--- config.mk ---
export PLATFORM = sky130hd
export DESIGN_NAME = bracket_string_literal_scanner
export DESIGN_NICKNAME = d
export VERILOG_FILES = /design/src/rtl/bsls_pkg.sv /design/src/rtl/bracket_string_literal_scanner.sv /design/src/rtl/bsls_cell.sv /design/src/rtl/bsls_stack.sv /design/src/rtl/bsls_outq.sv
export SDC_FILE = /design/constraint.sdc
export NUM_CORES = 1
export LEC_CHECK = 0
export ABC_AREA = 1
export BUFFER_PORTS_ARGS = -buffer_cell sky130_fd_sc_hd__buf_2
export CAP_MARGIN = 40
export CELL_PAD_IN_SITES_DETAIL_PLACEMENT = 1
export CELL_PAD_IN_SITES_GLOBAL_PLACEMENT = 2
export CORE_ASPECT_RATIO = 1.75
export CORE_MARGIN = 2
export CORE_UTILIZATION = 35
export DETAILED_ROUTE_END_ITERATION = 8
export PLACE_DENSITY = 0.85
export SLEW_MARGIN = 20
export SYNTH_ARGS = -nofsm -noshare
export SYNTH_HDL_FRONTEND = slang
export SYNTH_HIERARCHICAL = 1
export SYNTH_SLANG_ARGS = --single-unit
--- constraint.sdc ---
create_clock -name clk -period 4.85 [get_ports clk]
set_clock_uncertainty 0.2 [all_clocks]
set_input_delay 0 -clock clk [delete_from_list [all_inputs] [get_ports clk]]
set_output_delay 0 -clock clk [all_outputs]
set_load 0.05 [all_outputs]
--- src/rtl/bsls_pkg.sv ---
// Shared types, character codes and helpers for the bracket string literal scanner.
// Used by the level cells, the level stack, the result queue and the top level.
package bsls_pkg;

  localparam logic [7:0] CH_OPEN  = 8'h5B;
  localparam logic [7:0] CH_CLOSE = 8'h5D;
  localparam logic [7:0] CH_ESC   = 8'h5C;
  localparam logic [7:0] CH_HASH  = 8'h23;
  localparam logic [7:0] CH_NL    = 8'h0A;
  localparam logic [7:0] CH_TAB   = 8'h09;
  localparam logic [7:0] CH_CR    = 8'h0D;
  localparam logic [7:0] CH_SPACE = 8'h20;

  // One result transaction.
  typedef struct packed {
    logic [7:0] data;
    logic       done;
    logic       bad;
  } res_t;

  // Commands from the scanner control to the chain of level cells.
  typedef struct packed {
    logic push;
    logic pop;
    logic clear;
    logic wr_en;
    logic wr_val;
  } stk_ctl_t;

  // Status of the level stack as seen by the scanner control.
  typedef struct packed {
    logic empty;
    logic one_level;
    logic full;
    logic top_code;
  } stk_stat_t;

  // Space, tab, newline, vertical tab, form feed and carriage return.
  function automatic logic is_blank(input logic [7:0] b);
    return (b == CH_SPACE) || ((b >= CH_TAB) && (b <= CH_CR));
  endfunction

endpackage

--- src/rtl/bracket_string_literal_scanner.sv ---
// Top level of the bracket string literal scanner: scanner control, level stack
// and result queue. Depends on bsls_pkg, bsls_stack and bsls_outq.
//
//   Channel  Direction  Handshake           Payload
//   in       sink       in_valid/in_stall   in_byte, source_ends
//   out      source     out_valid/out_stall out_byte, literal_done, unbalanced
//
// One byte is taken per cycle unless in_stall is high; its results are written
// into the result queue at the same clock edge and can leave in the next cycle.
// A byte gives at most two results (its own and an error), so the input is
// stalled while fewer than two queue entries are free.
// Reset empties the level stack and the queue; there is no clearing pass.
// A stall on the output side backs up into in_stall once three results are waiting.
module bracket_string_literal_scanner #(
  parameter int MAX_NESTING = 16
) (
  input  logic       clk,
  input  logic       rst,
  input  logic       in_valid,
  output logic       in_stall,
  input  logic [7:0] in_byte,
  input  logic       source_ends,
  output logic       out_valid,
  input  logic       out_stall,
  output logic [7:0] out_byte,
  output logic       literal_done,
  output logic       unbalanced
);
  import bsls_pkg::*;

  // Scanner flags: deciding the mode of a freshly opened level, a pending
  // backslash escape, and a comment running to the end of the line.
  logic detecting;
  logic escaping;
  logic commenting;
  logic detecting_next;
  logic escaping_next;
  logic commenting_next;

  logic      accept;
  logic      room;
  stk_ctl_t  ctl;
  stk_ctl_t  ctl_gated;
  stk_stat_t stat;
  res_t      r0;
  res_t      r1;
  res_t      res_out;
  logic      r0_v;
  logic      r1_v;
  logic      live;
  logic      handled;
  logic      code;

  assign in_stall = ~room;
  assign accept   = in_valid & room;

  // The decision for one transaction: what to emit, how the stack moves and
  // how the flags change. Of the stack it looks only at the status flags.
  always_comb begin
    r0              = '0;
    r1              = '0;
    r1.bad          = 1'b1;
    r0_v            = 1'b0;
    r1_v            = 1'b0;
    ctl             = '0;
    detecting_next  = detecting;
    escaping_next   = escaping;
    commenting_next = commenting;
    live            = ~stat.empty;
    handled         = 1'b0;
    code            = 1'b0;
    r0.data         = in_byte;

    if (stat.empty) begin
      // Outside a literal only an opening bracket matters.
      if (in_byte == CH_OPEN) begin
        ctl.push        = 1'b1;
        detecting_next  = 1'b1;
        escaping_next   = 1'b0;
        commenting_next = 1'b0;
        r0_v            = 1'b1;
        live            = 1'b1;
      end
    end else if (escaping) begin
      escaping_next = 1'b0;
      r0_v          = 1'b1;
    end else if (commenting && (in_byte != CH_NL)) begin
      r0_v = 1'b1;
    end else begin
      commenting_next = 1'b0;
      code            = stat.top_code;
      if (detecting) begin
        if (is_blank(in_byte)) begin
          r0_v    = 1'b1;
          handled = 1'b1;
          if (in_byte == CH_NL) begin
            // A newline before anything else makes this a code level.
            ctl.wr_en      = 1'b1;
            ctl.wr_val     = 1'b1;
            detecting_next = 1'b0;
          end
        end else begin
          ctl.wr_en      = 1'b1;
          ctl.wr_val     = 1'b0;
          detecting_next = 1'b0;
          code           = 1'b0;
        end
      end
      if (!handled) begin
        if (in_byte == CH_ESC) begin
          escaping_next = 1'b1;
        end else if ((in_byte == CH_HASH) && code) begin
          r0_v            = 1'b1;
          commenting_next = 1'b1;
        end else if (in_byte == CH_OPEN) begin
          if (stat.full) begin
            // Nesting too deep: error only, back to idle.
            r0              = '0;
            r0.bad          = 1'b1;
            r0_v            = 1'b1;
            ctl.clear       = 1'b1;
            detecting_next  = 1'b0;
            escaping_next   = 1'b0;
            commenting_next = 1'b0;
            live            = 1'b0;
          end else begin
            // Only a code level lets the new level decide its own mode.
            ctl.push       = 1'b1;
            detecting_next = code;
            r0_v           = 1'b1;
          end
        end else if (in_byte == CH_CLOSE) begin
          r0.done = stat.one_level;
          r0_v    = 1'b1;
          ctl.pop = 1'b1;
          if (stat.one_level) begin
            detecting_next  = 1'b0;
            escaping_next   = 1'b0;
            commenting_next = 1'b0;
            live            = 1'b0;
          end
        end else begin
          r0_v = 1'b1;
        end
      end
    end

    // End of source with the literal still open adds an error result.
    if (source_ends && live) begin
      r1_v            = 1'b1;
      ctl.clear       = 1'b1;
      detecting_next  = 1'b0;
      escaping_next   = 1'b0;
      commenting_next = 1'b0;
    end
  end

  assign ctl_gated = accept ? ctl : '0;

  always_ff @(posedge clk) begin
    if (rst) begin
      detecting  <= 1'b0;
      escaping   <= 1'b0;
      commenting <= 1'b0;
    end else if (accept) begin
      detecting  <= detecting_next;
      escaping   <= escaping_next;
      commenting <= commenting_next;
    end
  end

  bsls_stack #(
    .MAX_NESTING (MAX_NESTING)
  ) u_stack (
    .clk  (clk),
    .rst  (rst),
    .ctl  (ctl_gated),
    .stat (stat)
  );

  bsls_outq u_outq (
    .clk       (clk),
    .rst       (rst),
    .push0     (accept & r0_v),
    .res0      (r0),
    .push1     (accept & r1_v),
    .res1      (r1),
    .room      (room),
    .out_valid (out_valid),
    .out_stall (out_stall),
    .res_out   (res_out)
  );

  assign out_byte     = res_out.data;
  assign literal_done = res_out.done;
  assign unbalanced   = res_out.bad;

endmodule

--- src/rtl/bsls_cell.sv ---
// One nesting level cell: an occupancy bit and the level's code-mode bit.
// Depends on bsls_pkg for the stack command struct.
module bsls_cell (
  input  logic                clk,
  input  logic                rst,
  input  bsls_pkg::stk_ctl_t  ctl,
  input  logic                wr_en,
  input  logic                wr_val,
  input  logic                occ_up,
  input  logic                mode_up,
  input  logic                occ_down,
  input  logic                mode_down,
  output logic                occ,
  output logic                mode,
  output logic                pass_mode
);
  import bsls_pkg::*;

  logic occ_next;
  logic mode_next;

  // The value handed to the deeper neighbour includes a write made in the same cycle.
  assign pass_mode = wr_en ? wr_val : mode;

  always_comb begin
    if (ctl.clear) begin
      occ_next = 1'b0;
    end else if (ctl.push) begin
      occ_next = occ_up;
    end else if (ctl.pop) begin
      occ_next = occ_down;
    end else begin
      occ_next = occ;
    end
  end

  always_comb begin
    if (ctl.push) begin
      mode_next = mode_up;
    end else if (ctl.pop) begin
      mode_next = mode_down;
    end else begin
      mode_next = pass_mode;
    end
  end

  always_ff @(posedge clk) begin
    if (rst) begin
      occ <= 1'b0;
    end else begin
      occ <= occ_next;
    end
  end

  always_ff @(posedge clk) begin
    mode <= mode_next;
  end

endmodule

--- src/rtl/bsls_stack.sv ---
// Row of level cells forming the nesting stack; cell 0 holds the innermost level.
// Depends on bsls_pkg and bsls_cell.
module bsls_stack #(
  parameter int MAX_NESTING = 16
) (
  input  logic                clk,
  input  logic                rst,
  input  bsls_pkg::stk_ctl_t  ctl,
  output bsls_pkg::stk_stat_t stat
);
  import bsls_pkg::*;

  logic [MAX_NESTING:0]   occ_ext;
  logic [MAX_NESTING:0]   mode_ext;
  logic [MAX_NESTING-1:0] pass;

  assign occ_ext[MAX_NESTING]  = 1'b0;
  assign mode_ext[MAX_NESTING] = 1'b0;

  genvar i;
  generate
    for (i = 0; i < MAX_NESTING; i++) begin : g_cell
      logic occ_up;
      logic mode_up;
      if (i == 0) begin : g_head
        // A new level enters as occupied with its mode still to be decided.
        assign occ_up  = 1'b1;
        assign mode_up = 1'b0;
      end else begin : g_body
        assign occ_up  = occ_ext[i-1];
        assign mode_up = pass[i-1];
      end
      bsls_cell u_cell (
        .clk       (clk),
        .rst       (rst),
        .ctl       (ctl),
        .wr_en     ((i == 0) ? ctl.wr_en : 1'b0),
        .wr_val    ((i == 0) ? ctl.wr_val : 1'b0),
        .occ_up    (occ_up),
        .mode_up   (mode_up),
        .occ_down  (occ_ext[i+1]),
        .mode_down (mode_ext[i+1]),
        .occ       (occ_ext[i]),
        .mode      (mode_ext[i]),
        .pass_mode (pass[i])
      );
    end
  endgenerate

  assign stat.empty     = ~occ_ext[0];
  assign stat.one_level = occ_ext[0] & ~occ_ext[1];
  assign stat.full      = occ_ext[MAX_NESTING-1];
  assign stat.top_code  = mode_ext[0];

endmodule

--- src/rtl/bsls_outq.sv ---
// Four-entry result queue taking up to two results per cycle, delivering one per cycle while out_stall is low.
// Depends on bsls_pkg for the result struct.
module bsls_outq (
  input  logic              clk,
  input  logic              rst,
  input  logic              push0,
  input  bsls_pkg::res_t    res0,
  input  logic              push1,
  input  bsls_pkg::res_t    res1,
  output logic              room,
  output logic              out_valid,
  input  logic              out_stall,
  output bsls_pkg::res_t    res_out
);
  import bsls_pkg::*;

  res_t       mem [4];
  logic [1:0] wp;
  logic [1:0] rp;
  logic [2:0] count;
  logic [1:0] wp1;
  logic [1:0] n_in;
  logic       pop;

  assign pop       = out_valid & ~out_stall;
  assign out_valid = (count != 3'd0);
  assign room      = (count <= 3'd2);
  assign res_out   = mem[rp];
  assign wp1       = push0 ? (wp + 2'd1) : wp;
  assign n_in      = {1'b0, push0} + {1'b0, push1};

  always_ff @(posedge clk) begin
    if (push0) begin
      mem[wp] <= res0;
    end
    if (push1) begin
      mem[wp1] <= res1;
    end
  end

  always_ff @(posedge clk) begin
    if (rst) begin
      wp    <= '0;
      rp    <= '0;
      count <= '0;
    end else begin
      wp    <= wp + n_in;
      rp    <= rp + {1'b0, pop};
      count <= count + {1'b0, n_in} - {2'b0, pop};
    end
  end

endmodule

### Word-level counts from Yosys, hierarchy flattened

Memory sizes are Yosys's and may differ from the RTL's. A register that Yosys moved wholly into a read port is not among the register bits.
Cells that the tools add are included.

| operators by class | value |
|---|---|
| equality and inequality tests | 9 |
| multiplexer cells | 153 |
| $add $sub $neg | 6 |
| bitwise gates (word level) | 8 |
| reduce and logical (&&, ||, !) cells | 11 |
| order comparisons | 3 |

Operators by type and width:

| cell | number |
|---|---|
| $mux W1 | 133 |
| $mux W10 | 7 |
| $eq A8 B7 Y1 const B | 3 |
| $eq A8 B6 Y1 const B | 2 |
| $mux W5 | 3 |
| $mux W2 | 5 |
| $mux W3 | 3 |
| $eq A8 B4 Y1 const B | 1 |
| $ge A8 B4 Y1 const B | 1 |
| $le A8 B4 Y1 const B | 1 |
| $mux W8 | 1 |
| $ne A8 B4 Y1 const B | 1 |
| $ne A3 B3 Y1 const B | 2 |
| $reduce_bool A3 Y1 | 2 |
| $and A1 B1 Y1 | 5 |
| $logic_and A1 B1 Y1 | 4 |
| $mux W4 | 1 |
| $reduce_and A4 Y1 | 1 |
| $add A3 B2 Y3 | 1 |
| $le A3 B2 Y1 const B | 1 |
| $not A1 Y1 | 3 |
| $sub A3 B1 Y3 | 1 |
| $add A1 B1 Y2 | 1 |
| $add A2 B1 Y2 | 1 |
| 6 further kinds | 6 |

| word-level totals | value |
|---|---|
| input bits | 13 |
| logic and storage cells | 229 |
| output and inout bits | 12 |
| RAM bits | 40 |
| memories kept | 1 |
| register bits | 42 |

Memories:

| name | depth | bits a word | rd ports | clocked after memory_dff | wr ports | RTL line | RTL |
|---|---|---|---|---|---|---|---|
| u_outq.mem | 4 | 10 | 1 | 1 | 2 | bsls_outq.sv:17 | `res_t mem [4];` |

### Longest topological paths before layout

Gate-level depths: netlist of the first run.

| depth | value |
|---|---|
| depth in word-level cells | 21 |
| mapped depth | 18 |
| depth with buffers taken out | 17 |

### By module

Netlist of the first run, hierarchy kept.

Modules (own cells, without submodules):

| module | area an instance (um2) | times used | cells an instance | seq. area each (um2) |
|---|---|---|---|---|
| bsls_outq | 2577.5 | 1 | 306 | 1341.3 |
| bsls_cell | 112.6 | 16 | 19 | 40.0 |
| bracket_string_literal_scanner | 560.5 | 1 | 114 | 60.1 |
| bsls_stack | 25.0 | 1 | 5 | 0.0 |

### Least setup slack after synthesis of the first run

OpenSTA, ideal clock, no wires.

| timing | value |
|---|---|
| kind | reg2reg |
| start point | register u_stack.g_cell[0].u_cell.occ |
| end point | register u_stack.g_cell[10].u_cell.mode |
| clock period less this slack | 3.961 ns |
| stages on the path, launching flop included | 11 |
| data required time | 4.580 ns |
| slack | 0.889 ns |
| data arrival time | 3.691 ns |
| cells stage by stage | dfxtp_1 inv_2 inv_1 nand2_1 a21oi_4 nand3_1 nor3_1 inv_1 nand3_1 nand2_1 nand2_1 |

RTL lines:

| what | RTL line | RTL |
|---|---|---|
| start: declaration | bsls_cell.sv:13 | `output logic occ,` |
| start signal: assignment | bsls_cell.sv:51 | `occ <= occ_next;` |
| end signal: assignment | bsls_cell.sv:56 | `mode <= mode_next;` |
| end: declaration | bsls_cell.sv:14 | `output logic mode,` |

==> insert_results.sql, run 1 <==
INSERT INTO impl_metrics (metric_group, metric, value, unit) VALUES
('outcome', 'status', 'finished clean', ''),
('sta', 'rsz0062_at_grt', 'no', ''),
('cells_and_area', 'insertedDiodeCount', '0', ''),
('floorplanning', 'core_area', '13800', 'sq um'),
('pwr', 'comb_power_share', '26.7', '%'),
('floorplanning', 'chipHeight', '161', 'um'),
('sta', 'slew-limit-headroom', '41.6', '%'),
('pwr', 'clock_power_share', '33.9', '%'),
('clocking', 'clk_pin_slew', '60', 'ps'),
('cells_and_area', 'leading_cell_types_in_the_layout_fill_and_taps_excluded', 'sky130_fd_sc_hd__nand2_1, sky130_fd_sc_hd__inv_1, sky130_fd_sc_hd__conb_1', ''),
('pwr', 'pwr-share-seq', '39.3', '%'),
('pwr', 'power_per_cell_area', '340', 'nW/um^2'),
('detailed_routing', 'antenna_left', '0', ''),
('grt', 'via_count_of_the_first_global_routing_pass', '4772', ''),
('setup_path', 'max_stage_delay', '570', 'ps'),
('setup_path', 'crit_family', 'simple AND/OR/NAND/NOR gates', ''),
('cells_and_area', 'drive_gt1_share', '9.38', '%'),
('detailed_routing', 'drt_drc_violations_left', '0', ''),
('floorplanning', 'die_area', '15200', 'sq um'),
('detailed_routing', 'routed-via-count', '4738', ''),
('sta', 'count_of_final_setup_violators', '0', ''),
('yosys', 'post_synth_inst_count', '728', ''),
('clocking', 'clock_tree.root_cell', 'sky130_fd_sc_hd__clkbuf_16', ''),
('sta', 'hold_violations', '0', ''),
('pwr', 'p_switching', '719', 'uW'),
('detailed_routing', 'drt-initial-drc-count', '103', ''),
('floorplanning', 'start_util', '35.9', '%'),
('cells_and_area', 'layout.core_utilization', '43.1', '%'),
('setup_path', 'path_common_cell', 'sky130_fd_sc_hd__nand2_1', ''),
('grt', 'gr_ovfl_total', '0', ''),
('placement', 'dpl.hpwl', '11.5', 'mm'),
('yosys', 'number_of_warnings_reported_in_the_yosys_synthesis_log', '6', ''),
('setup_path', 'timing.critical_path.from_type', 'input port', ''),
('grt', 'antenna_found_initial', '0', ''),
('sta', 'tightestPinTransition', '869', 'ps'),
('hold_path', 'hold_path.class', 'input port to flip-flop', ''),
('clocking', 'cts_buffers', '9', ''),
('detailed_routing', 'routed_wire_length_per_instance', '13.9', 'um'),
('pwr', 'max-vdd-ir-drop', '0.180', 'mV'),
('cells_and_area', 'final_net_count', '859', ''),
('pwr', 'power.switching_fraction', '35.4', '%'),
('cells_and_area', 'layout_overhead_on_the_synthesized_area', '20.1', '%'),
('sta', 'tns', '0', 'ps'),
('setup_path', 'crit_path_buffers_inverters', '2', ''),
('setup_path', 'arrival_time_of_the_worst_setup_path', '3780', 'ps'),
('sta', 'fin_crit_sh', '82.2', '%'),
('setup_path', 'worst-setup-path-type', 'input port to flip-flop', ''),
('pwr', 'p_leak', '2.69', 'nW'),
('clocking', 'cts.repair.resized', '0', ''),
('setup_path', 'critical_path_peak_fanout', '23', ''),
('clocking', 'tritoncts_num_sinks', '82', ''),
('detailed_routing', 'postRouteWirelength', '14.1', 'mm'),
('setup_path', 'cp_cell_sequence', 'dlygate4sd3_1 -> buf_2 -> nor2_2 -> nand2_1 -> nor2_1 -> nand2_1 -> nand2_1 -> nand2_2 -> nand2_1 -> nor2_1 -> nor2_1 -> nand2_1 -> nand2_1 -> nand3_1 -> nand2_1', ''),
('sta', 'clock_period_minus_final_worst_setup_slack', '3980', 'ps'),
('clocking', 'clockBufferDepth', '2', ''),
('detailed_routing', 'route.detailed.vias_per_inst', '4.65', ''),
('setup_path', 'cpMaxStageDelayCell', 'sky130_fd_sc_hd__nor2_1', ''),
('floorplanning', 'placement_rows', '57', ''),
('grt', 'track_usage', '19.4', '%'),
('sta', 'achievable-frequency', '251', 'MHz'),
('setup_path', 'worst_ep_required_time', '4640', 'ps'),
('clocking', 'cts_tree', 'done', ''),
('detailed_routing', 'dr.pass1.iters', '4', ''),
('yosys', 'syn-cell-area', '4960', 'sq um'),
('pwr', 'internal_power', '1.31', 'mW'),
('placement', 'globalplace.congestion', '0.815', ''),
('setup_path', 'worst_setup_path_end_kind', 'flip-flop', ''),
('yosys', 'avg_cell_area_syn', '6.81', 'sq um'),
('cells_and_area', 'fillers', '1878', ''),
('placement', 'numPortBuffers', '24', ''),
('floorplanning', 'io_pins', '25', ''),
('grt', 'grt_start_max_net_pins', '49', ''),
('floorplanning', 'die-width', '94.0', 'um'),
('grt', 'grt_first_pass_wirelength', '22.6', 'mm'),
('cells_and_area', 'most_frequent_standard_cell_in_the_layout_excluding_fill_and_tap_cells', 'sky130_fd_sc_hd__nand2_1', ''),
('run', 'cap_violations', '0', ''),
('sta', 'finalMaxSlewViolations', '0', ''),
('clocking', 'worstSkewPairLatency', '330', 'ps'),
('clocking', 'cts-htree-levels', '3', '');
-- per-layer routing --
| metal | part of all wire [%] | GRT usage, % | wire (um) | up-vias |
|---|---|---|---|---|
| li1 | - | - | - | 2443 |
| met2 | 58 | 39.8 | 8260 | 51 |
| met4 | 5.0 | 10.2 | 699 | 0 |
| met5 | 0 | 0 | 0 | - |
| met1 | 35 | 17.0 | 4880 | 2214 |
| met3 | 2.0 | 2.99 | 279 | 30 |
-- repair_timing --
item | in CTS | in global routing
hold buffers | 6 | 0
endpoints found under the hold margin | 19 | 0
setup buffers | 0 | 0
-- state kept, by name, summed over array words and instances, names as in the netlist --
register / flops
u_stack/g_cell.u_cell/occ: 16
u_stack/g_cell.u_cell/mode: 16
u_outq/count: 3
escaping: 1
u_outq/rp: 2
commenting: 1
detecting: 1
u_outq/mem: 40
u_outq/wp: 2
-- power by group through the flow --
stage	clock (mW)	combinational [mW]	sequential, mW
2_1_floorplan	0	0.411	0.791
5_1_grt	0.732	0.598	0.803
6_report	0.688	0.542	0.798
3_3_place_gp	0	0.520	0.810
4_1_cts	0.714	0.547	0.799
3_5_place_dp	0	0.541	0.814
-- path summary, 6_finish.rpt --
path	start	endpoint	slack [ps]	cells past startpoint
max	in_byte[7]	u_outq/mem[2][6]	870	15
max reg2reg	u_outq/count[2]	u_outq/mem[2][6]	880	8
min	in_byte[4]	commenting	7	6
min reg2reg	u_stack/g_cell[5].u_cell/occ	u_stack/g_cell[5].u_cell/occ	290	2
-- worst register-to-register path, stage by stage, from the launching register on --
cell	delay [ps]
sky130_fd_sc_hd__dfxtp_1	350
sky130_fd_sc_hd__a21oi_1	220
sky130_fd_sc_hd__nand2_1	190
sky130_fd_sc_hd__or2_2	390
sky130_fd_sc_hd__nor2_1	590
sky130_fd_sc_hd__nand2_1	160
sky130_fd_sc_hd__nand2_1	570
sky130_fd_sc_hd__nand3_1	490
sky130_fd_sc_hd__nand2_1	470
-- through the flow --
| step | setup slack, ps | std cells | hold WS [ps] | cell area [sq um] | total power [mW] |
|---|---|---|---|---|---|
| 2_1_floorplan | 889 | 813 | -133 | 5280 | 1.20 |
| 6_report | 865 | 1019 | 7.24 | 5960 | 2.03 |
| 3_3_place_gp | 1080 | 996 | 151 | 5570 | 1.33 |
| 5_1_grt | 458 | 1019 | 44.5 | 5960 | 2.13 |
| 4_1_cts | 881 | 1019 | 1.69 | 5960 | 2.06 |
| 3_5_place_dp | 898 | 997 | 180 | 5600 | 1.35 |
-- layout make-up --
type / instances / area, sq um / share of cell area (%)
multi-input combinational: 606 / 2770 / 46.4
timing repair buffer: 35 / 238 / 3.99
tap: 177 / 221 / 3.72
clock inverter: 6 / 65.1 / 1.09
clock buffer: 10 / 239 / 4.01
sequential: 82 / 2040 / 34.3
inverter: 103 / 387 / 6.49
No activity file was read; power rests on OpenSTA's default activity.
==> run 2, diff against run 1 <==
--- a/config.mk
+++ b/config.mk
@@ -5,16 +5,16 @@
 export SDC_FILE = /design/constraint.sdc
 export NUM_CORES = 1
 export LEC_CHECK = 0
-export ABC_AREA = 1
+export ABC_AREA = 0
 export BUFFER_PORTS_ARGS = -buffer_cell sky130_fd_sc_hd__buf_2
 export CAP_MARGIN = 40
 export CELL_PAD_IN_SITES_DETAIL_PLACEMENT = 1
 export CELL_PAD_IN_SITES_GLOBAL_PLACEMENT = 2
 export CORE_ASPECT_RATIO = 1.75
 export CORE_MARGIN = 2
-export CORE_UTILIZATION = 35
+export CORE_UTILIZATION = 42
 export DETAILED_ROUTE_END_ITERATION = 8
-export PLACE_DENSITY = 0.85
+export PLACE_DENSITY = 0.84
 export SLEW_MARGIN = 20
 export SYNTH_ARGS = -nofsm -noshare
 export SYNTH_HDL_FRONTEND = slang
==> constraint.sdc (replaced) <==
create_clock -name clk -period 3.76 [get_ports clk]
set_clock_uncertainty 0.2 [all_clocks]
set_input_delay 0 -clock clk [delete_from_list [all_inputs] [get_ports clk]]
set_output_delay 0 -clock clk [all_outputs]
set_load 0.05 [all_outputs]
==> insert_results.sql, run 2 <==
INSERT INTO impl_metrics (metric_group, metric, value, unit) VALUES
('pwr', 'max-vdd-ir-drop', '0.302', 'mV'),
('grt', 'antenna_found_initial', '0', ''),
('detailed_routing', 'routed-via-count', '3394', ''),
('yosys', 'postSynth.asyncResetShare', '0', '%'),
('setup_path', 'timing.critical_path.from_type', 'input port', ''),
('detailed_routing', 'postRouteWirelength', '10.9', 'mm'),
('grt', 'grt_start_max_net_pins', '65', ''),
('yosys', 'post_synthesis_compound_gate_area_fraction', '7.94', '%'),
('clocking', 'post_cts_buffers', '0', ''),
('yosys', 'yosys_register_bits', '82', ''),
('yosys', 'synth_fa_ha_area_share', '2.53', '%'),
('grt', 'gr_ovfl_total', '0', ''),
('run', 'cap_violations', '0', ''),
('yosys', 'synth.area.top_cells', 'sky130_fd_sc_hd__edfxtp_1, sky130_fd_sc_hd__dfxtp_1, sky130_fd_sc_hd__mux2_4', ''),
('placement', 'globalplace.congestion', '0.861', ''),
('yosys', 'synth_common_cells', 'sky130_fd_sc_hd__dfxtp_1, sky130_fd_sc_hd__nand2_1, sky130_fd_sc_hd__edfxtp_1', ''),
('setup_path', 'cpMaxStageDelayCell', 'sky130_fd_sc_hd__dlygate4sd3_1', ''),
('yosys', 'synthMuxAreaShare', '27.0', '%'),
('sta', 'final_critical_path_setup_slack', '200', 'ps'),
('pwr', 'overall_power_of_the_completed_layout', '2.40', 'mW'),
('clocking', 'cts_tree', 'done', ''),
('sta', 'achievable-frequency', '281', 'MHz'),
('grt', 'via_count_of_the_first_global_routing_pass', '3623', ''),
('grt', 'grt_first_pass_wirelength', '17.7', 'mm'),
('cells_and_area', 'layout.core_utilization', '52.1', '%'),
('sta', 'fin_crit_sh', '94.7', '%'),
('setup_path', 'worst-setup-path-type', 'input port to flip-flop', ''),
('cells_and_area', 'drive_gt1_share', '28.1', '%'),
('yosys', 'ys_seq_area_share', '43.1', '%'),
('yosys', 'synth_top_flop_cell', 'sky130_fd_sc_hd__dfxtp_1', ''),
('sta', 'slew-limit-headroom', '46.8', '%'),
('pwr', 'p_leak', '2.14', 'nW'),
('cells_and_area', 'final_net_count', '536', ''),
('pwr', 'power_per_cell_area', '418', 'nW/um^2'),
('clocking', 'worstSkewPairLatency', '340', 'ps'),
('sta', 'finalMaxSlewViolations', '0', ''),
('yosys', 'post_synth_inst_count', '401', ''),
('yosys', 'number_of_warnings_reported_in_the_yosys_synthesis_log', '6', ''),
('clocking', 'tritoncts_num_sinks', '82', ''),
('sta', 'count_of_final_setup_violators', '0', ''),
('sta', 'clock_period_minus_final_worst_setup_slack', '3560', 'ps'),
('yosys', 'synthMostInstantiatedCell', 'sky130_fd_sc_hd__dfxtp_1', ''),
('placement', 'number_of_cells_in_the_design_after_placement', '627', ''),
('sta', 'rsz0062_at_grt', 'no', ''),
('detailed_routing', 'dr.pass1.iters', '4', ''),
('yosys', 'synth_largest_type_area_fraction', '25.3', '%'),
('hold_path', 'hold_path.class', 'input port to flip-flop', ''),
('detailed_routing', 'route.detailed.vias_per_inst', '5.21', ''),
('setup_path', 'worst_ep_required_time', '3760', 'ps'),
('clocking', 'cts_buffers', '9', ''),
('floorplanning', 'core_area', '11000', 'sq um'),
('cells_and_area', 'register_with_the_most_flip_flops', 'u_outq/mem', ''),
('setup_path', 'cp_cell_sequence', 'dlygate4sd3_1 -> buf_2 -> or3_4 -> or3_4 -> a221oi_2 -> nor3_1 -> ha_1 -> nor3_2 -> nand2b_1 -> ha_1 -> inv_1 -> fa_1 -> xnor2_1 -> xnor2_1 -> nor2_1', ''),
('yosys', 'synth_top_cell_by_area', 'sky130_fd_sc_hd__edfxtp_1', ''),
('outcome', 'status', 'finished clean', ''),
('grt', 'track_usage', '19.0', '%'),
('cells_and_area', 'most_frequent_standard_cell_in_the_layout_excluding_fill_and_tap_cells', 'sky130_fd_sc_hd__conb_1', ''),
('placement', 'post-place-ws', '86.5', 'ps'),
('yosys', 'synth-edff-count', '40', ''),
('setup_path', 'critical_path_peak_fanout', '8', ''),
('yosys', 'synthSimpleGateAreaFrac', '15.7', '%'),
('clocking', 'cts-htree-levels', '3', ''),
('clocking', 'clock_tree.root_cell', 'sky130_fd_sc_hd__clkbuf_16', ''),
('placement', 'dpl.hpwl', '8.00', 'mm'),
('floorplanning', 'die-width', '84.3', 'um'),
('placement', 'numPortBuffers', '24', ''),
('sta', 'tightestPinTransition', '791', 'ps'),
('clocking', 'clockBufferDepth', '2', ''),
('yosys', 'avg_cell_area_syn', '11.8', 'sq um'),
('yosys', 'syn-cell-area', '4740', 'sq um'),
('sta', 'hold_violations', '0', ''),
('setup_path', 'worst_setup_path_end_kind', 'flip-flop', ''),
('floorplanning', 'placement_rows', '51', ''),
('floorplanning', 'chipHeight', '145', 'um'),
('cells_and_area', 'final_cell_area', '5750', 'sq um'),
('floorplanning', 'start_util', '43.0', '%'),
('yosys', 'synth_top_family_by_area', 'multiplexers', ''),
('sta', 'tns', '0', 'ps'),
('detailed_routing', 'drt_drc_violations_left', '0', ''),
('placement', 'placed_cell_area', '5350', 'sq um'),
('yosys', 'synth_cell_types', '55', ''),
('detailed_routing', 'routed_wire_length_per_instance', '16.8', 'um'),
('clocking', 'clk_pin_slew', '60', 'ps'),
('cells_and_area', 'final-instance-count-excl-fill', '651', ''),
('setup_path', 'arrival_time_of_the_worst_setup_path', '3560', 'ps'),
('cells_and_area', 'layout_overhead_on_the_synthesized_area', '21.2', '%'),
('sta', 'worst_hold_slack', '1.56', 'ps'),
('cells_and_area', 'insertedDiodeCount', '0', ''),
('floorplanning', 'io_pins', '25', ''),
('setup_path', 'max_stage_delay', '530', 'ps'),
('cells_and_area', 'leading_cell_types_in_the_layout_fill_and_taps_excluded', 'sky130_fd_sc_hd__conb_1, sky130_fd_sc_hd__dfxtp_1, sky130_fd_sc_hd__nand2_1', ''),
('detailed_routing', 'antenna_left', '0', ''),
('detailed_routing', 'drt-initial-drc-count', '83', ''),
('cells_and_area', 'largest_register_ffs', '40', ''),
('yosys', 'synth-xor-area-share', '0.739', '%'),
('cells_and_area', 'reg_top3', 'u_outq/mem (40), u_stack/g_cell.u_cell/mode (16), u_stack/g_cell.u_cell/occ (16)', ''),
('floorplanning', 'die_area', '12200', 'sq um');
-- run 2: cell types whose count changed in the layout (fill, tap and decap cells not counted), moves of 25 or more --
cell                      before  now
sky130_fd_sc_hd__mux2_4        0   25
sky130_fd_sc_hd__mux2_2        0   30
sky130_fd_sc_hd__nand2_1     239   41
sky130_fd_sc_hd__a21oi_1      55    5
sky130_fd_sc_hd__inv_1       102   11
sky130_fd_sc_hd__nor2_1       70    7
sky130_fd_sc_hd__mux2i_1       0   32
-- run 2: worst max-delay path, delay by kind of cell --
family	cells	cell delay [ps]
fa+ha+maj	3	840
simple gates	6	1330
compound gates	1	320
buf+inv	3	740
xor+xnor	2	330
-- run 2: power breakdown --
part	internal, mW	switching [mW]
clock network	0.516	0.366
registers	0.972	0.0371
logic	0.202	0.312
-- run 2: what timing repair did --
action                                 CTS  global route
endpoints found under the hold margin   17             0
setup endpoints to repair                0             2
gates resized for setup                  0             5
hold buffers                             8             0
-- run 2: layout make-up --
| cell class | count | area (sq um) |
|---|---|---|
| Clock inverter | 6 | 67.6 |
| Inverter | 11 | 41.3 |
| Clock buffer | 10 | 229 |
| Tap cell | 132 | 165 |
| Sequential cell | 82 | 2040 |
| Timing Repair Buffer | 45 | 309 |
| Multi-Input combinational cell | 365 | 2900 |
| Fill cell | 1237 | 5290 |
-- run 2: cells by family after synthesis --
kind of cell | Yosys count
and+or+nand+nor | 115
muxes | 99
DFF | 82
AOI/OAI and AO/OA | 64
buffers and inverters | 24
adders and majority gates | 9
other | 4
xor gates and xnor gates | 4
-- run 2: final timing paths --
kind / start / to / cells after the start / slack (ps)
worst max register to register: u_stack/g_cell[15].u_cell/occ / u_outq/count[2] / 13 / 360
worst min-delay path: rst / u_outq/count[1] / 2 / 2
worst max-delay path: in_byte[7] / u_outq/count[2] / 15 / 200
worst min register to register: u_stack/g_cell[12].u_cell/mode / u_stack/g_cell[11].u_cell/mode / 2 / 330
-- run 2: layer usage --
layer	track usage [%]	vias to the layer above	routed length, um
met3	2.68	16	216
met4	8.74	0	195
li1	-	1659	-
met5	0	-	0
met1	18.9	1675	4150
met2	37.9	44	6360
==> run 3, diff against run 2 <==
==> constraint.sdc (replaced) <==
create_clock -name clk -period 3.6 [get_ports clk]
set_clock_uncertainty 0.2 [all_clocks]
set_input_delay 0 -clock clk [delete_from_list [all_inputs] [get_ports clk]]
set_output_delay 0 -clock clk [all_outputs]
set_load 0.05 [all_outputs]
==> insert_results.sql, run 3 (same netlist as run 2, synthesis figures left out) <==
INSERT INTO impl_metrics (metric_group, metric, value, unit) VALUES
('run', 'cap_violations', '0', ''),
('clocking', 'clk_pin_slew', '60', 'ps'),
('cells_and_area', 'final_net_count', '545', ''),
('placement', 'placed_cell_area', '5400', 'sq um'),
('clocking', 'cts_tree', 'done', ''),
('pwr', 'p_leak', '2.17', 'nW'),
('clocking', 'worstSkewPairLatency', '340', 'ps'),
('cells_and_area', 'final-instance-count-excl-fill', '660', ''),
('cells_and_area', 'largest_register_ffs', '40', ''),
('setup_path', 'worst_reg2reg_path_length_in_cells', '13', ''),
('floorplanning', 'placement_rows', '51', ''),
('detailed_routing', 'routed_wire_length_per_instance', '17.5', 'um'),
('hold_path', 'worstHoldStart', 'rst', ''),
('placement', 'numPortBuffers', '24', ''),
('setup_path', 'worst_setup_path_end_kind', 'flip-flop', ''),
('hold_path', 'hold_path.class', 'input port to flip-flop', ''),
('floorplanning', 'chipHeight', '145', 'um'),
('clocking', 'cts-htree-levels', '3', ''),
('floorplanning', 'die-width', '84.3', 'um'),
('pwr', 'power_per_cell_area', '421', 'nW/um^2'),
('setup_path', 'timing.critical_path.from_type', 'input port', ''),
('detailed_routing', 'dr.pass1.iters', '4', ''),
('detailed_routing', 'drt-initial-drc-count', '140', ''),
('setup_path', 'crit_family', 'simple AND/OR/NAND/NOR gates', ''),
('cells_and_area', 'leading_cell_types_in_the_layout_fill_and_taps_excluded', 'sky130_fd_sc_hd__conb_1, sky130_fd_sc_hd__nand2_1, sky130_fd_sc_hd__dfxtp_1', ''),
('grt', 'gr_ovfl_total', '0', ''),
('clocking', 'clock_tree.root_cell', 'sky130_fd_sc_hd__clkbuf_16', ''),
('setup_path', 'max_stage_delay', '560', 'ps'),
('grt', 'via_count_of_the_first_global_routing_pass', '3614', ''),
('pwr', 'overall_power_of_the_completed_layout', '2.43', 'mW'),
('grt', 'grt_first_pass_wirelength', '18.4', 'mm'),
('hold_path', 'hold_end', 'u_outq/count[1]', ''),
('cells_and_area', 'multi_input_comb_area', '2880', 'sq um'),
('clocking', 'cts_buffers', '9', ''),
('floorplanning', 'io_pins', '25', ''),
('placement', 'dpl.hpwl', '8.20', 'mm'),
('floorplanning', 'die_area', '12200', 'sq um'),
('sta', 'slew-limit-headroom', '53.3', '%'),
('grt', 'grt_start_max_net_pins', '65', ''),
('floorplanning', 'core_area', '11000', 'sq um'),
('sta', 'clock_period_minus_final_worst_setup_slack', '3460', 'ps'),
('setup_path', 'crit_path_buffers_inverters', '4', ''),
('cells_and_area', 'reg_top3', 'u_outq/mem (40), u_stack/g_cell.u_cell/mode (16), u_stack/g_cell.u_cell/occ (16)', ''),
('cells_and_area', 'register_with_the_most_flip_flops', 'u_outq/mem', ''),
('cells_and_area', 'final_cell_area', '5780', 'sq um'),
('sta', 'finalMaxSlewViolations', '0', ''),
('grt', 'antenna_found_initial', '0', ''),
('cells_and_area', 'register_area', '2040', 'sq um'),
('cells_and_area', 'layout_overhead_on_the_synthesized_area', '21.8', '%'),
('cells_and_area', 'most_frequent_standard_cell_in_the_layout_excluding_fill_and_tap_cells', 'sky130_fd_sc_hd__conb_1', ''),
('setup_path', 'worst_ep_required_time', '3590', 'ps'),
('detailed_routing', 'route.detailed.vias_per_inst', '5.25', ''),
('setup_path', 'cpMaxStageDelayCell', 'sky130_fd_sc_hd__or4b_1', ''),
('setup_path', 'cp_cell_sequence', 'buf_2 -> dlygate4sd3_1 -> buf_4 -> nand2b_1 -> or4b_1 -> o21ba_2 -> ha_1 -> nor3_2 -> nand2b_1 -> ha_1 -> inv_1 -> fa_1 -> xnor2_1 -> xnor2_1 -> nor2_1', ''),
('placement', 'globalplace.congestion', '0.898', ''),
('floorplanning', 'start_util', '43.0', '%'),
('sta', 'achievable-frequency', '289', 'MHz'),
('grt', 'track_usage', '19.7', '%'),
('cells_and_area', 'insertedDiodeCount', '0', ''),
('detailed_routing', 'antenna_left', '0', ''),
('setup_path', 'timing.rr.start', 'u_stack/g_cell[0].u_cell/occ', ''),
('sta', 'fin_crit_sh', '96.1', '%'),
('detailed_routing', 'drt_drc_violations_left', '0', ''),
('sta', 'hold_violations', '0', ''),
('placement', 'number_of_cells_in_the_design_after_placement', '633', ''),
('outcome', 'status', 'finished clean', ''),
('cells_and_area', 'fillers', '1221', ''),
('sta', 'tightestPinTransition', '695', 'ps'),
('cells_and_area', 'drive_gt1_share', '29.4', '%'),
('setup_path', 'reg2reg_setup_slack', '230', 'ps'),
('setup_path', 'worst-setup-path-type', 'input port to flip-flop', ''),
('pwr', 'max-vdd-ir-drop', '0.272', 'mV'),
('setup_path', 'worstReg2RegEnd', 'u_outq/count[2]', ''),
('sta', 'count_of_final_setup_violators', '0', ''),
('hold_path', 'min_delay_path_depth', '2', ''),
('setup_path', 'critical_path_peak_fanout', '8', ''),
('detailed_routing', 'postRouteWirelength', '11.5', 'mm'),
('setup_path', 'arrival_time_of_the_worst_setup_path', '3450', 'ps'),
('detailed_routing', 'routed-via-count', '3465', ''),
('clocking', 'tritoncts_num_sinks', '82', ''),
('clocking', 'clockBufferDepth', '2', '');
## run 3: cell type report
cell class	count	share of cell area, %
Multi-Input combinational cell	365	49.9
Sequential cell	82	35.4
Timing Repair Buffer	54	6.63
Clock buffer	9	3.90
Tap cell	132	2.86
Inverter	11	0.715
Clock inverter	7	0.628
## run 3: worst register-to-register path, delay by kind of cell (launching register included)
kind | cells | cell delay [ps]
compound gates | 1 | 290
xor+xnor | 2 | 320
fa+ha+maj | 3 | 880
buf+inv | 2 | 130
flops | 1 | 380
simple gates | 5 | 1040
## run 3: worst max-delay path by stage
| stage | startpoint | endpoint | slack (ps) | depth (start not counted) |
|---|---|---|---|---|
| CTS | u_stack/g_cell[15].u_cell/occ | u_outq/count[2] | 50 | 13 |
| floorplan | in_byte[5] | u_stack/g_cell[0].u_cell/occ | 130 | 7 |
| global route | in_byte[5] | u_outq/count[2] | -10 | 15 |
| detailed placement | in_byte[2] | u_outq/count[2] | 10 | 14 |
| finish | in_byte[5] | u_outq/count[2] | 140 | 15 |
| global placement | in_byte[2] | u_outq/count[2] | 150 | 14 |
## run 3: where the power goes
part	switching (mW)	total (mW)	internal, mW
registers	0.0393	1.05	1.02
logic	0.337	0.558	0.220
clock network	0.361	0.818	0.457
total	0.738	2.43	1.69
## run 3: stage by stage
stage	TNS, ps	hold WS [ps]	utilization (%)	worst slack, ps
2_1_floorplan	0	-133	-	133
3_3_place_gp	0	136	48.8	146
3_5_place_dp	0	158	49.0	11.3
4_1_cts	0	3.36	52.0	47.2
5_1_grt	-13.7	44.2	52.3	-13.7
6_report	0	2.71	52.3	141
## run 3: what timing repair did
item,4_1_cts,5_1_grt
hold endpoints to repair,17,0
endpoints found under the setup margin,0,1
hold buffers,8,0
setup buffers,0,2
resized for setup,0,3
## run 3: metal layers
metal | track usage (%) | part of all wire [%]
met5 | 0 | 0
met4 | 9.25 | 3.4
met3 | 3.03 | 2.1
met2 | 38.1 | 57
met1 | 20.4 | 38
